$ cat src/rtl/core/mtwg_pkg.sv
// Shared constants, types and word functions of the Mersenne Twister generator.
`default_nettype none
package mtwg_pkg;

  localparam int unsigned STATE_WORDS   = 624;
  localparam int unsigned MIDDLE_OFFSET = 397;
  localparam int unsigned WORD_W        = 32;
  localparam int unsigned IDX_W         = 10;
  localparam int unsigned KIND_W        = 2;

  localparam logic [IDX_W-1:0] POS_TWIST    = IDX_W'(STATE_WORDS);
  localparam logic [IDX_W-1:0] POS_UNSEEDED = IDX_W'(STATE_WORDS + 1);
  localparam logic [IDX_W-1:0] LAST_IDX     = IDX_W'(STATE_WORDS - 1);

  localparam logic [WORD_W-1:0] TWIST_XOR    = 32'h9908b0df;
  localparam logic [WORD_W-1:0] HIGH_BIT     = 32'h80000000;
  localparam logic [WORD_W-1:0] LOW_BITS     = 32'h7fffffff;
  localparam logic [WORD_W-1:0] TEMPER_B     = 32'h9d2c5680;
  localparam logic [WORD_W-1:0] TEMPER_C     = 32'hefc60000;
  localparam logic [WORD_W-1:0] LCG_MULT     = 32'd69069;
  localparam logic [WORD_W-1:0] DEFAULT_SEED = 32'd4357;

  typedef enum logic [KIND_W-1:0] {
    KIND_DRAW   = 2'd0,
    KIND_RESEED = 2'd1,
    KIND_LOAD   = 2'd2,
    KIND_NONE   = 2'd3
  } kind_t;

  typedef enum logic [1:0] {
    ST_IDLE,
    ST_SEED,
    ST_DRAW,
    ST_FINISH
  } state_t;

  typedef struct packed {
    logic push;
    logic last;
  } seed_stat_t;

  function automatic logic [WORD_W-1:0] twist_word(input logic [WORD_W-1:0] cur,
                                                   input logic [WORD_W-1:0] nxt,
                                                   input logic [WORD_W-1:0] far);
    logic [WORD_W-1:0] y;
    logic [WORD_W-1:0] v;
    y = (cur & HIGH_BIT) | (nxt & LOW_BITS);
    v = far ^ (y >> 1);
    if (y[0]) begin
      v = v ^ TWIST_XOR;
    end
    return v;
  endfunction

  function automatic logic [WORD_W-1:0] temper(input logic [WORD_W-1:0] w);
    logic [WORD_W-1:0] y;
    y = w;
    y = y ^ (y >> 11);
    y = y ^ ((y << 7) & TEMPER_B);
    y = y ^ ((y << 15) & TEMPER_C);
    y = y ^ (y >> 18);
    return y;
  endfunction

endpackage
`default_nettype wire

$ cat src/rtl/core/mtwg_seeder.sv
// LCG seeding unit: produces the state words from a seed, each from the high halves of consecutive LCG values.
`default_nettype none
module mtwg_seeder
  import mtwg_pkg::*;
(
  input  wire logic              clk,
  input  wire logic              rst_n,
  input  wire logic              start,
  input  wire logic [WORD_W-1:0] seed,
  output logic      [WORD_W-1:0] word,
  output seed_stat_t             stat
);

  logic              active_r, active_nxt;
  logic              phase_r, phase_nxt;
  logic [IDX_W-1:0]  cnt_r, cnt_nxt;
  logic [WORD_W-1:0] lcg_r, lcg_nxt;
  logic [15:0]       hi_r, hi_nxt;
  logic [WORD_W-1:0] prod;

  assign prod      = lcg_r * LCG_MULT + 32'd1;
  assign word      = {hi_r, lcg_r[31:16]};
  assign stat.push = active_r && phase_r;
  assign stat.last = active_r && phase_r && (cnt_r == LAST_IDX);

  always_comb begin
    active_nxt = active_r;
    phase_nxt  = phase_r;
    cnt_nxt    = cnt_r;
    lcg_nxt    = lcg_r;
    hi_nxt     = hi_r;
    if (start) begin
      active_nxt = 1'b1;
      phase_nxt  = 1'b0;
      cnt_nxt    = '0;
      lcg_nxt    = seed;
    end else if (active_r) begin
      lcg_nxt   = prod;
      phase_nxt = ~phase_r;
      if (!phase_r) begin
        hi_nxt = lcg_r[31:16];
      end else begin
        cnt_nxt = cnt_r + 1'b1;
        if (cnt_r == LAST_IDX) begin
          active_nxt = 1'b0;
        end
      end
    end
  end

  always_ff @(posedge clk) begin
    if (!rst_n) begin
      active_r <= 1'b0;
      phase_r  <= 1'b0;
      cnt_r    <= '0;
    end else begin
      active_r <= active_nxt;
      phase_r  <= phase_nxt;
      cnt_r    <= cnt_nxt;
    end
  end

  always_ff @(posedge clk) begin
    lcg_r <= lcg_nxt;
    hi_r  <= hi_nxt;
  end

endmodule
`default_nettype wire

$ cat config.mk
export PLATFORM = sky130hd
export DESIGN_NAME = mtwg_seeder
export DESIGN_NICKNAME = d
export VERILOG_FILES = /design/src/rtl/core/mtwg_pkg.sv /design/src/rtl/core/mtwg_seeder.sv
export SDC_FILE = /design/constraint.sdc
export NUM_CORES = 1
export LEC_CHECK = 0
export BUFFER_PORTS_ARGS = -buffer_cell sky130_fd_sc_hd__buf_2
export CELL_PAD_IN_SITES_DETAIL_PLACEMENT = 1
export CELL_PAD_IN_SITES_GLOBAL_PLACEMENT = 2
export CORE_UTILIZATION = 41
export CTS_CLUSTER_DIAMETER = 50
export DETAILED_ROUTE_END_ITERATION = 12
export PLACE_DENSITY = 0.94
export SYNTH_ARGS = -nofsm -noshare
export SYNTH_HDL_FRONTEND = slang
export SYNTH_SLANG_ARGS = --single-unit
$ cat constraint.sdc
create_clock -name clk -period 6.8 [get_ports clk]
set_clock_uncertainty 0.05 [all_clocks]
set_input_delay 2.04 -clock clk [delete_from_list [all_inputs] [get_ports clk]]
set_output_delay 2.04 -clock clk [all_outputs]
set_load 0.01 [all_outputs]
### Word level (Yosys, flattened, before mapping)

Index checks and enable logic that the tools add are counted.

| word-level totals | value |
|---|---|
| flip-flop bits (word level) | 60 |
| output and inout port bits | 34 |
| input bits | 35 |

| operators by class | value |
|---|---|
| $mul | 1 |
| $add $sub $neg | 2 |
| bitwise logic cells | 3 |
| equal/unequal tests | 1 |
| mux-type cells | 6 |
| reductions and logical operators | 6 |

Operators with widths:

| operator | number |
|---|---|
| 32-bit 2-to-1 mux | 2 |
| 32-bit by 1-bit adder with 32-bit output, second input constant | 1 |
| 32-bit by 17-bit multiplier with 32-bit output, second input constant | 1 |
| 10-bit by 1-bit adder with 10-bit output, second input constant | 1 |
| 10-bit equality test, second input constant | 1 |
| 1-bit 2-to-1 mux | 4 |
| 1-bit inverter | 3 |
| 3-bit AND reduction | 1 |
| 1-bit logical AND | 2 |
| 2-bit AND reduction | 1 |
| 2-bit nonzero test | 1 |
| 2-bit OR reduction | 1 |

### Logic depth before layout (Yosys ltp)

| logic depth | value |
|---|---|
| depth in word-level cells | 5 |
| mapped depth | 20 |
| gate-level depth less buffers | 19 |

### Worst setup path after synthesis

No wires, ideal clock.

| path | value |
|---|---|
| path kind | reg2reg |
| start | register lcg_r[5] |
| end | register lcg_r[29] (data pin) |
| path buffers | 0 |
| slack | 1055 ps |
| cell stages (with the launch flop) | 20 |
| arrival time | 5430 ps |
| library setup time | 265 ps |
| path through | edfxtp_1 > ha_1 > fa_1 > inv_1 > fa_1 > fa_1 > inv_1 > fa_1 > inv_1 > fa_1 > inv_1 > ha_1 > a21oi_2 > o21ai_1 > a311oi_2 > o221a_2 > a21oi_2 > or4_4 > a2111oi_4 > nor3_1 |

| on the way | value |
|---|---|
| word-level cells in the longest chain between the ends | 4 |

Ends and longest elaborated chain:

| element | line | text |
|---|---|---|
| start: declaration | mtwg_seeder.sv:17 | `logic [WORD_W-1:0] lcg_r, lcg_nxt;` |
| start signal: assignment | mtwg_seeder.sv:64 | `lcg_r <= lcg_nxt;` |
| 32-bit by 17-bit multiplier with 32-bit output | mtwg_seeder.sv:21 | `assign prod = lcg_r * LCG_MULT + 32'd1;` |
| 32-bit by 1-bit adder with 32-bit output | mtwg_seeder.sv:21 |  |
| 32-bit 2-to-1 mux | mtwg_seeder.sv:37 | `end else if (active_r) begin` |
| 32-bit 2-to-1 mux | mtwg_seeder.sv:32 | `if (start) begin` |
| net lcg_nxt[29] | mtwg_seeder.sv:17 |  |

The timed path passes the listed nets, and every way through them passes these cells. The select of a mux whose other input is x is not followed.
A chain may end at the register's enable or synchronous reset.

### Final worst setup path

| path | value |
|---|---|
| start | register lcg_r[7] |
| end | register lcg_r[29] (data pin) |

The elaborated chain is that of the path after synthesis.

==> summary.txt <==
Floorplan
  – DIE AREA: roughly 24,000 um2
  – I/O Pins: 69
  – Die W: 155 um
  – Core Region: about 23,000 um2
  – # rows: 55
  – Die height: 155 um
  – Initial Util: 42.2%

Cells and area
  – Layout cell share with drive strength beyond 1: between 10 and 15%
  – Fin nets: roughly 1,400
  – N_diodes: 0
  – FILL cells: 2,636
  – Fin util: 46.2%
  – Synth-to-Final Area Change: 9.58%

Yosys
  – Post-synthesis mux area share: 0.558%
  – Post-synthesis cell type count: 47
  – Post-synthesis sequential area ratio: 17.5%
  – Syn Nets: 1,304
  – Synth Area in Compound Gates: about 7.6%
  – Most common cell in the netlist: inv_1
  – Adder-cell share of the synthesized area: ~52%
  – Post-synth top cells: inv_1 (278), ha_1 (170), fa_1 (145), edfxtp_1 (48), nand2_1 (42)
  – Simple-gate area share of the yosys netlist: 5.16%
  – Asr flop ratio synth: 0%
  – Predominant post-synthesis flop cell: edfxtp_1
  – Cells after Synth: approximately 950
  – Synth warn: 0
  – Post-synth EDFFs: 48
  – Ranking of synthesized cells by area: fa_1 (30%), ha_1 (22%), edfxtp_1 (15%)
  – Cell accounting for the most synthesized area: fa_1
  – #FFs+latches synth: 60
  – Synth Area in XOR/XNOR: 4.54%
  – Mapped Area: just under 10,000 um2
  – Largest family of logic cells by synthesized area: adder cells
  – Syn avg cell area: 10.1 um2
  – Yosys top cell area share: 30.1%

Routing
  – Starting DRT DRC Count: 358
  – Highest metal used: met4
  – Routed length per instance: 19.8 um
  – Final wirelength: 26,500 um
  – DRT antenna net count: 0
  – Vias post-DR: 6,716
  – Met3 WL: 1100 um
  – DRC violations left: 0
  – Met2 WL: 12,600 um
  – Pre-antenna DRT Iters: 4
  – Met1 wire length: 11,900 um
  – Post-DR vias/cell: ~5.0

STA
  – Slew of the pin with the lowest slew margin: 0.925 ns
  – Count of final hold-check violations: 0
  – TNS Setup: 0 ns
  – Period minus WS final: 6.41 ns
  – FMAX: 156 MHz
  – Final worst-path cycle share: 94.3%
  – Slew Limit Fails: 0
  – Final setup violation count: 0
  – RSZ-0062 raised after global routing: false
  – Rel. slew slack: 38.3%

Worst setup path
  – R2R depth: 19
  – Required time worst endpoint: 6.84 ns
  – Crit path max-delay family: adder cells
  – Critical Path Source Type: register
  – R2r endpoint: lcg_r[29]$_DFFE_PP_
  – CP dominant cell by count: fa_1
  – R2r setup slk: 0.39 ns
  – CP arrival: 6.45 ns
  – RR Startpoint: lcg_r[7]$_DFFE_PP_
  – Crit-path max FO: 7
  – CP peak stage delay: around 0.60 ns
  – Max stage delay cell, worst path: edfxtp_1
  – Crit Path Category: register to register
  – Critical-path cell list: ha_1, fa_1, inv_1, fa_1, inv_1, fa_1, fa_1, inv_1, fa_1, inv_1, ha_1, a21oi_1, a21boi_1, a311oi_2, o221a_2, a21oi_2, or4_4, a2111oi_4, nor3_1
  – Worst Path Buf+Inv: 4
  – CP Capture Type: register

CTS
  – Post_cts resized: 0
  – CTS tree: done
  – Clock-pin slew on the worst setup and hold paths: 0.06 ns
  – Clk Latency, worst-skew pair: 0.35 ns
  – Clock H-tree levels: 3
  – Clock Tree Root: clkbuf_16
  – CTS buffer count: 9
  – Clock sinks: 60
  – Maximum clock path buffer count: 2
  – Hold-fix buffers, CTS: 0
  – Post-CTS Setup Repair Bufs: 0

Placement
  – Port-buffer cells: 68
  – Final Wtd Congestion: 0.959
  – Dpl hpwl: 22,500 um

GRT
  – Total GRT Usage: 24.1%
  – Total gr overflow: 0
  – Vias in the first global route: 7,878
  – Global-route wire length before repair: 43,200 um
  – Initial antenna violation count: 0
  – Largest net degree at the start of global routing: 45

Worst hold path
  – Hold Path Class: register to register
  – WHS Endpoint: cnt_r[9]$_SDFFE_PP0P_
  – Cells on Worst Hold Path: 2
  – Hold Startpoint: cnt_r[9]$_SDFFE_PP0P_

Run
  – Max Cap Viol: 0

Status
  – Status: finished, final reports clean
## worst min-delay path, stage by stage, from the launching register on
cell and delay [ns]:
dfxtp_1 0.34, xor2_1 0.07, nor2_1 0.07
## metal layers
metal / GRT usage [%] / up-vias
met5: 0 / -
met4: 8.50 / 0
met3: 3.48 / 43
met2: 40.7 / 167
met1: 31.6 / 3379
li1: - / 3127
## state kept, by name, summed over array words and instances (netlist names)
register	count
phase_r	1
hi_r	16
cnt_r	10
active_r	1
lcg_r	32
## stage by stage
step / worst slack, ns / cells / cell area [um2] / hold WS, ns
2_1_floorplan: 1.06 / 954 / 9640 / 0.408
3_3_place_gp: 0.473 / 1318 / 10300 / 0.444
3_5_place_dp: 0.378 / 1318 / 10300 / 0.447
4_1_cts: 0.378 / 1334 / 10600 / 0.479
5_1_grt: 0.221 / 1334 / 10600 / 0.494
6_report: 0.389 / 1334 / 10600 / 0.465
## worst max path at each step
stage | to | cells past startpoint | slack, ns | start
2_1_floorplan | lcg_r[29]$_DFFE_PP_ | 19 | 1.06 | lcg_r[5]$_DFFE_PP_
3_3_place_gp | lcg_r[29]$_DFFE_PP_ | 19 | 0.47 | lcg_r[7]$_DFFE_PP_
3_5_place_dp | lcg_r[29]$_DFFE_PP_ | 19 | 0.38 | lcg_r[7]$_DFFE_PP_
4_1_cts | lcg_r[29]$_DFFE_PP_ | 19 | 0.38 | lcg_r[7]$_DFFE_PP_
5_1_grt | lcg_r[30]$_DFFE_PP_ | 19 | 0.22 | lcg_r[7]$_DFFE_PP_
6_report | lcg_r[29]$_DFFE_PP_ | 19 | 0.39 | lcg_r[7]$_DFFE_PP_
## final cells by class
type	count	area, um2	share of cell area (%)
Clock buffer	9	225	2.13
Clock inverter	7	51.3	0.486
Inverter	278	1040	9.88
Multi-Input combinational cell	590	6760	64.0
Sequential cell	60	1680	15.9
Tap cell	313	392	3.71
Timing Repair Buffer	77	408	3.86
## cells in the final DEF (no fill, tap or decap), types with 7 or more instances in the layout
master     Yosys  routed
xnor2_1       32      32
xor2_1        18      18
dfxtp_1       12      12
nor2_1        22      22
a21oi_1       23      23
edfxtp_1      48      48
nand2_1       42      42
clkbuf_16      0       9
inv_1        278     278
o21ai_0       38      38
ha_1         170     170
nand3_1       16      16
fa_1         145     145
buf_2          0      68
a21o_1        10      10
buf_4         16       9
a211oi_1       7       7
a31oi_1        7       7
## logic make-up (layout without fill, tap and decap cells)
family | after synthesis | in the layout
compound gates | 114 | 114
mux | 5 | 5
buf+inv | 304 | 371
flops | 60 | 60
fa+ha+maj | 315 | 315
simple gates | 106 | 106
xor+xnor | 50 | 50
Power is not shown: default switching activity piles up to over one toggle a cycle in this logic, so the estimate is an artifact.
