## src/rtl/core/mtwg_pkg.sv

```systemverilog
// Shared constants, types and word functions of the Mersenne Twister generator.
`default_nettype none
package mtwg_pkg;

  localparam int unsigned STATE_WORDS   = 624;
  localparam int unsigned MIDDLE_OFFSET = 397;
  localparam int unsigned WORD_W        = 32;
  localparam int unsigned IDX_W         = 10;
  localparam int unsigned KIND_W        = 2;

  localparam logic [IDX_W-1:0] POS_TWIST    = IDX_W'(STATE_WORDS);
  localparam logic [IDX_W-1:0] POS_UNSEEDED = IDX_W'(STATE_WORDS + 1);
  localparam logic [IDX_W-1:0] LAST_IDX     = IDX_W'(STATE_WORDS - 1);

  localparam logic [WORD_W-1:0] TWIST_XOR    = 32'h9908b0df;
  localparam logic [WORD_W-1:0] HIGH_BIT     = 32'h80000000;
  localparam logic [WORD_W-1:0] LOW_BITS     = 32'h7fffffff;
  localparam logic [WORD_W-1:0] TEMPER_B     = 32'h9d2c5680;
  localparam logic [WORD_W-1:0] TEMPER_C     = 32'hefc60000;
  localparam logic [WORD_W-1:0] LCG_MULT     = 32'd69069;
  localparam logic [WORD_W-1:0] DEFAULT_SEED = 32'd4357;

  typedef enum logic [KIND_W-1:0] {
    KIND_DRAW   = 2'd0,
    KIND_RESEED = 2'd1,
    KIND_LOAD   = 2'd2,
    KIND_NONE   = 2'd3
  } kind_t;

  typedef enum logic [1:0] {
    ST_IDLE,
    ST_SEED,
    ST_DRAW,
    ST_FINISH
  } state_t;

  typedef struct packed {
    logic push;
    logic last;
  } seed_stat_t;

  function automatic logic [WORD_W-1:0] twist_word(input logic [WORD_W-1:0] cur,
                                                   input logic [WORD_W-1:0] nxt,
                                                   input logic [WORD_W-1:0] far);
    logic [WORD_W-1:0] y;
    logic [WORD_W-1:0] v;
    y = (cur & HIGH_BIT) | (nxt & LOW_BITS);
    v = far ^ (y >> 1);
    if (y[0]) begin
      v = v ^ TWIST_XOR;
    end
    return v;
  endfunction

  function automatic logic [WORD_W-1:0] temper(input logic [WORD_W-1:0] w);
    logic [WORD_W-1:0] y;
    y = w;
    y = y ^ (y >> 11);
    y = y ^ ((y << 7) & TEMPER_B);
    y = y ^ ((y << 15) & TEMPER_C);
    y = y ^ (y >> 18);
    return y;
  endfunction

endpackage
`default_nettype wire

```

## src/rtl/core/mtwg_cell.sv

```systemverilog
// One state word cell of the shift chain, with an indexed write port.
`default_nettype none
module mtwg_cell
  import mtwg_pkg::*;
#(
  parameter logic [IDX_W-1:0] CELL_IDX = '0
) (
  input  wire logic              clk,
  input  wire logic              shift_en,
  input  wire logic [WORD_W-1:0] shift_in,
  input  wire logic              wr_en,
  input  wire logic [IDX_W-1:0]  wr_idx,
  input  wire logic [WORD_W-1:0] wr_word,
  output logic      [WORD_W-1:0] word
);

  logic [WORD_W-1:0] word_r;
  logic [WORD_W-1:0] word_nxt;

  always_comb begin
    word_nxt = word_r;
    if (shift_en) begin
      word_nxt = shift_in;
    end else if (wr_en && (wr_idx == CELL_IDX)) begin
      word_nxt = wr_word;
    end
  end

  always_ff @(posedge clk) begin
    word_r <= word_nxt;
  end

  assign word = word_r;

endmodule
`default_nettype wire

```

## config.mk

```make
export PLATFORM = sky130hd
export DESIGN_NAME = mtwg_cell
export DESIGN_NICKNAME = d
export VERILOG_FILES = /design/src/rtl/core/mtwg_pkg.sv /design/src/rtl/core/mtwg_cell.sv
export SDC_FILE = /design/constraint.sdc
export NUM_CORES = 1
export LEC_CHECK = 0
export ABC_AREA = 1
export ABC_CLOCK_PERIOD_IN_PS = 1700
export BUFFER_PORTS_ARGS = -buffer_cell sky130_fd_sc_hd__buf_2
export CAP_MARGIN = 20
export CORE_UTILIZATION = 38
export CTS_BUF_LIST = sky130_fd_sc_hd__clkbuf_8
export DETAILED_ROUTE_END_ITERATION = 8
export MAX_ROUTING_LAYER = met4
export PLACE_DENSITY = 0.87
export SLEW_MARGIN = 25
export SYNTH_ARGS = -nofsm -noshare
export SYNTH_HDL_FRONTEND = slang
export SYNTH_SLANG_ARGS = --single-unit
export TNS_END_PERCENT = 30
```

## constraint.sdc

```tcl
create_clock -name clk -period 1.7 [get_ports clk]
set_input_delay 0.34 -clock clk [delete_from_list [all_inputs] [get_ports clk]]
set_output_delay 0.34 -clock clk [all_outputs]
set_load 0.05 [all_outputs]
```

Word level (Yosys, flattened, before mapping)
Cells that the tools add are included.
Widths: inputs -> output; s select.
- mux-type cells: 2
- reductions and logical operators: 3
- operators by type and width (cell ; count):
    $mux 32 ; 2
    $logic_not 10->1 ; 1
    $reduce_bool 2->1 ; 1
    $logic_and 1x1->1 ; 1
- flip-flop bits (word level): 32
- bits of input ports: 77
- output and inout bits: 32
- logic and storage cells: 6

Logic depth before layout (Yosys ltp)
Gate-level depths: netlist of the first run.
- depth after elaboration: 4
- mapped depth: 5

Worst setup path before layout of the first run
OpenSTA, ideal clock, no wires.
- path kind: input-to-reg
- start point: input shift_en
- end point: register word_r[0], in the netlist word[0], enable pin
- setup time: 390 ps
- arrival: 1335 ps
- required time: 1310 ps
- path slack: -24 ps
- cell stages on the path: 4
- path buffers: 2
- cell sequence: buf_6 inv_8 buf_12 nand2_1
- word-level cells in the longest chain between the ends: 1
- RTL lines (what ; RTL line ; RTL):
    start, declared ; mtwg_cell.sv:9 ; input wire logic shift_en,
    $reduce_bool 2->1 (no line) ; n/a ;
    end signal, assigned ; mtwg_cell.sv:30 ; word_r <= word_nxt;
    end, declared ; mtwg_cell.sv:17 ; logic [WORD_W-1:0] word_r;
Every way passes these cells.
A chain may end at the register's enable or synchronous reset.

Worst setup path in the final report of the first run
- start point: register word_r[5], in the netlist word[5]
- end point: output word[5]
- RTL lines (what ; RTL line ; RTL):
    end, declared ; mtwg_cell.sv:14 ; output logic [WORD_W-1:0] word
No word-level cell between the ends.

==> flow_metrics.env, run 1 <==
export IMPL_status="completed"
export IMPL_clk_pin_slew_ps=60
export IMPL_power_density_nw_per_um2=944.8
export IMPL_finalNonFillerCells=307
export IMPL_synth_warnings=0
export IMPL_cts_hold_fix_buffers=0
export IMPL_routed_wl_mm=2.926
export IMPL_critPathMaxFanout=1
export IMPL_die_w_um=64.70
export IMPL_relSlewSlack=0.8013
export IMPL_fill_cells=348
export IMPL_grt_pass1_vias=1184
export IMPL_finalCritPeriodShare=0.7129
export IMPL_worst_slew_pin_slew_ps=298.1
export IMPL_ys_ff_latch=32
export IMPL_rows=22
export IMPL_clkSinkCount=32
export IMPL_holdWs_ps=336.7
export IMPL_dieArea_um2=4186
export IMPL_hp_class="input pin to flop"
export IMPL_post_drt_wl_per_cell_um=9.531
export IMPL_cp_num_buf_inv=1
export IMPL_min_to="word[0]$_DFFE_PP_"
export IMPL_n_antenna_cell=0
export IMPL_dp_hpwl_mm=2.368
export IMPL_required_ps=1360
export IMPL_drtIter0Drc=33
export IMPL_yosys_cell_count_top_type="nand2_1"
export IMPL_synth_common_cells="91 x nand2_1, 32 x edfxtp_1, 9 x nand2_2, 6 x nor2_1"
export IMPL_min_delay_start="wr_word[0]"
export IMPL_avgViaCountPerCell=4.241
export IMPL_grt_max_degree=34
export IMPL_multiInputGateArea_um2=429.2
export IMPL_synth_largest_area_cell="edfxtp_1"
export IMPL_cts_setup_buffers=0
export IMPL_start_kind="flop"
export IMPL_crit_family="flip-flops"
export IMPL_synth_cell_types=9
export IMPL_cts_resized=0
export IMPL_cpPeakStageDelay_ps=340
export IMPL_grt_use_total=0.1554
export IMPL_synth_nets=224
export IMPL_whs_path_depth=3
export IMPL_pin_count=109
export IMPL_seq_area_frac_synth=0.6432
export IMPL_numCtsBuffers=5
export IMPL_synth_area_leaders="edfxtp_1 64%, nand2_1 23%, nand2_2 3.8%"
export IMPL_ir_worst_vdd_v=0.0004697
export IMPL_areaGrowthSynthToFinish_pct=40.87
export IMPL_synth_top_area_frac=0.6432
export IMPL_antenna_found_initial=0
export IMPL_end_kind="output port"
export IMPL_syn_inst=147
export IMPL_fmax_ghz=0.8252
export IMPL_final_hold_viol_count=0
export IMPL_initial_core_util=0.4020
export IMPL_drv_slew=0
export IMPL_synth_area_per_cell_um2=10.16
export IMPL_gp_congestion=0.6818
export IMPL_ant_nets=0
export IMPL_cp_slowest_cell="edfxtp_1"
export IMPL_die_y_um=64.70
export IMPL_final_nets=335
export IMPL_cts_tree="done"
export IMPL_rsz0062_at_grt="false"
export IMPL_grt_ovfl_total=0
export IMPL_portBuffers=108
export IMPL_synthesis_area_um2=1494
export IMPL_cellLeakagePower_nw=1.109
export IMPL_drcViolationCount=0
export IMPL_final_setup_viol_count=0
export IMPL_cts_root_buffer="clkbuf_8"
export IMPL_async_flop_share=0
export IMPL_largest_reg_flops=32
export IMPL_fin_crit_ps=1212
export IMPL_grt_pass1_wl_mm=4.795
export IMPL_cap_violations=0
export IMPL_worstPathCellList="buf_2"
export IMPL_detail_route_first_pass_iterations=4
export IMPL_cts_htree_levels=2
export IMPL_register_area_um2=960.9
export IMPL_core_area_um2=3716
export IMPL_cp_depth=1
export IMPL_path_class="flop to output port"
export IMPL_num_vias=1302
export IMPL_fin_tns_setup_ps=0
export IMPL_drive_gt1_frac=0.4903
export IMPL_critical_path_arrival_ps=870
export IMPL_synth_edff_count=32
export IMPL_synth_main_ff_cell="edfxtp_1"
export IMPL_place_inst=299
export IMPL_clk_path_buf_depth=2
layer usage:
layer | part of all wire | vias to the layer above | global-route usage | wire length [um]
met5 | 0 | - | - | 0
met4 | 0.012 | 0 | 0.05278 | 35
met3 | 0.051 | 4 | 0.04225 | 148
met2 | 0.54 | 52 | 0.2878 | 1571
met1 | 0.40 | 560 | 0.1549 | 1170
li1 | - | 686 | - | -
cells in the final DEF (no fill, tap or decap):
cell type  synthesis  layout
and2_0             1       1
buf_2              0     108
buf_4              0       3
clkbuf_8           3       5
clkinv_1           0       1
edfxtp_1          32      32
inv_1              0       2
inv_8              1       1
nand2_1           91      90
nand2_2            9      10
nor2_1             6       6
layout make-up:
class                           count  share of cell area
Inverter                            1            0.005351
Clock inverter                      3            0.005351
Multi-Input combinational cell    107              0.2039
Sequential cell                    32              0.4566
Timing Repair Buffer              111              0.2675
Clock buffer                        5             0.03270
Tap cell                           48             0.02854
power breakdown:
group          internal, mW  switching, mW
clock network         0.272          0.230
logic                 0.143          0.373
registers             0.955         0.0161
total                  1.37          0.619
kinds of logic after synthesis:
kind of cell | count (synthesis) | synth area share
buf+inv | 8 | 0.07119
flops | 32 | 0.6432
simple gates | 107 | 0.2856
worst max path at each step:
stage                      startpoint            endpoint
floorplan                    shift_en   word[0]$_DFFE_PP_
global placement            wr_idx[9]  word[17]$_DFFE_PP_
detailed placement          wr_idx[9]  word[16]$_DFFE_PP_
CTS                 word[5]$_DFFE_PP_             word[5]
global route        word[5]$_DFFE_PP_             word[5]
finish              word[5]$_DFFE_PP_             word[5]
metrics by stage:
step	instance area [um^2]	worst slack (ps)	total power, mW	utilization
global placement	2024	351.4	1.499	0.5448
finish	2105	488.1	1.988	0.5663
CTS	2105	465.7	2.014	0.5663
global route	2105	435.4	2.088	0.5663
floorplan	1496	280.0	1.357	-
detailed placement	2024	345.1	1.510	0.5448
Power figures use the tool's default switching activity.
==> inputs of run 2 (changes only) <==
- ABC_AREA: 1 -> 0
- ABC_CLOCK_PERIOD_IN_PS: 1700 -> 1100
- PLACE_DENSITY: 0.87 -> 0.86
- clock period: 1.7 -> 1.1 ns (I/O delays scaled with it)
==> run 2 against run 1 <==
  * Wire length up 11%
  * Synthesized area up 2.4%
  * Setup slack worse by 460 ps
  * Clock-buffer cell count stayed put
  * Critical path depth unchanged
  * Final cell count down 22%
  * Combinational power increased by 79%
==> flow_metrics.env, run 2 <==
export IMPL_synthAdderAreaFrac=0
export IMPL_grt_ovfl_total=0
export IMPL_cts_setup_buffers=0
export IMPL_cts_hold_fix_buffers=0
export IMPL_grt_use_total=0.1626
export IMPL_final_nets=266
export IMPL_synth_nets=149
export IMPL_synth_compound_area_frac=0.005724
export IMPL_ys_ff_latch=32
export IMPL_path_class="flop to output port"
export IMPL_cellLeakagePower_nw=1.110
export IMPL_routed_wl_mm=3.241
export IMPL_critPathMaxFanout=1
export IMPL_synthesis_area_um2=1530
export IMPL_largest_reg_flops=32
export IMPL_synth_area_leaders="edfxtp_1 63%, mux2_4 28%, buf_12 3.9%"
export IMPL_grt_pass1_wl_mm=4.774
export IMPL_relSlewSlack=0.8267
export IMPL_drive_gt1_frac=0.8105
export IMPL_post_drt_wl_per_cell_um=13.62
export IMPL_synth_cell_types=9
export IMPL_pin_count=109
export IMPL_clk_pin_slew_ps=60
export IMPL_end_kind="output port"
export IMPL_seq_area_frac_synth=0.6280
export IMPL_muxShareOfSynthArea=0.3066
export IMPL_status="completed"
export IMPL_cpPeakStageDelay_ps=370
export IMPL_worstPathCellList="buf_2"
export IMPL_dieArea_um2=4284
export IMPL_holdWs_ps=249.4
export IMPL_synth_area_per_cell_um2=21.25
export IMPL_crit_family="flip-flops"
export IMPL_synth_edff_count=32
export IMPL_cp_num_buf_inv=1
export IMPL_synth_top_family_by_area="multiplexers"
export IMPL_fin_tns_setup_ps=0
export IMPL_initial_core_util=0.4058
export IMPL_ant_nets=0
export IMPL_postLayoutSetupSlackWorst_ps=25.72
export IMPL_yosys_cell_count_top_type="edfxtp_1"
export IMPL_power_density_nw_per_um2=1395
export IMPL_cts_htree_levels=2
export IMPL_async_flop_share=0
export IMPL_pre_cts_slack_ps=-211.1
export IMPL_dp_hpwl_mm=2.615
export IMPL_grt_max_degree=23
export IMPL_drtIter0Drc=41
export IMPL_clkSinkCount=32
export IMPL_finalCritPeriodShare=0.9766
export IMPL_required_ps=880
export IMPL_cp_slowest_cell="edfxtp_1"
export IMPL_drv_slew=0
export IMPL_mostFrequentLayoutCells="99 x buf_2, 32 x edfxtp_1, 29 x mux2_4"
export IMPL_fin_crit_ps=1074
export IMPL_ir_worst_vdd_v=0.0004739
export IMPL_gp_congestion=0.7442
export IMPL_synth_main_ff_cell="edfxtp_1"
export IMPL_grt_pass1_vias=1043
export IMPL_critical_path_arrival_ps=850
export IMPL_cts_tree="done"
export IMPL_core_area_um2=3771
export IMPL_avgViaCountPerCell=4.529
export IMPL_worst_slew_pin_slew_ps=261.7
export IMPL_synth_common_cells="32 x edfxtp_1, 29 x mux2_4, 3 x buf_12, 3 x mux2_2"
export IMPL_final_setup_viol_count=0
export IMPL_portBuffers=108
export IMPL_detail_route_first_pass_iterations=3
export IMPL_fmax_ghz=0.9309
export IMPL_num_vias=1078
export IMPL_clk_path_buf_depth=2
export IMPL_synth_top_area_frac=0.6280
export IMPL_cap_violations=0
export IMPL_die_y_um=65.46
export IMPL_p_total_mw=3.211
export IMPL_synth_xor_area_frac=0
export IMPL_synth_warnings=0
export IMPL_start_kind="flop"
export IMPL_synth_simple_area_share=0.01308
export IMPL_fill_cells=307
export IMPL_n_antenna_cell=0
export IMPL_areaGrowthSynthToFinish_pct=50.45
export IMPL_hp_class="input pin to flop"
export IMPL_final_hold_viol_count=0
export IMPL_numCtsBuffers=5
export IMPL_rsz0062_at_grt="true"
export IMPL_syn_inst=72
export IMPL_die_w_um=65.46
export IMPL_cts_root_buffer="clkbuf_8"
export IMPL_layout_commonest_cell="buf_2"
export IMPL_antenna_found_initial=0
export IMPL_synth_largest_area_cell="edfxtp_1"
export IMPL_drcViolationCount=0
export IMPL_rows=22
run 2: changes by cell type after synthesis, moves of 2 or more:
cell,before,now
buf_12,1,3
buf_6,3,1
clkbuf_8,3,0
mux2_2,0,3
mux2_4,0,29
nand2_1,91,0
nand2_2,9,0
nor2_1,6,0
run 2: layout make-up:
class | count | area, um^2 | area share
flip-flops and latches | 32 | 960.9 | 0.4174
multi-input cells | 36 | 536.8 | 0.2332
repair buffers | 114 | 664.4 | 0.2886
clock buffers | 5 | 68.82 | 0.02989
well taps | 48 | 60.06 | 0.02609
clock inverters | 3 | 11.26 | 0.004891
run 2: worst paths after layout:
check                              start           endpoint  slack [ps]  cells after the start
worst min-delay path         shift_in[2]  word[2]$_DFFE_PP_         250                      2
worst max-delay path  word[15]$_DFFE_PP_           word[15]          30                      1
run 2: layer usage:
layer	wire length [um]	vias up	part of all wire	track usage
met5	0	-	0	-
met4	124	0	0.038	0.1060
met3	232	11	0.072	0.03472
met2	1736	71	0.54	0.3003
met1	1148	478	0.35	0.1488
li1	-	518	-	-
run 2: timing repair:
| action | CTS | global route |
|---|---|---|
| gates resized for setup | 4 | 14 |
| setup endpoints to repair | 4 | 12 |
| pin swaps | 0 | 0 |
run 2: per-stage QoR:
stage | util | instances | area, um^2
floorplan | - | 72 | 1569
global placement | 0.5783 | 230 | 2181
detailed placement | 0.5783 | 230 | 2181
CTS | 0.6022 | 238 | 2271
global route | 0.6105 | 238 | 2302
finish | 0.6105 | 238 | 2302
run 2: kinds of logic (layout without fill, tap and decap cells):
kind of cell           Yosys count  count (layout)
AND/OR/NAND/NOR                  3               3
buffers and inverters            4             122
flip-flops                      32              32
multiplexers                    32              32
AO/OA/AOI/OAI                    1               1
run 2: where the power goes:
group	switching, mW	total (mW)	internal [mW]	leakage [nW]
combinational	0.564	0.925	0.361	0.748
sequential	0.0296	1.51	1.48	0.313
clock	0.361	0.781	0.420	0.0482
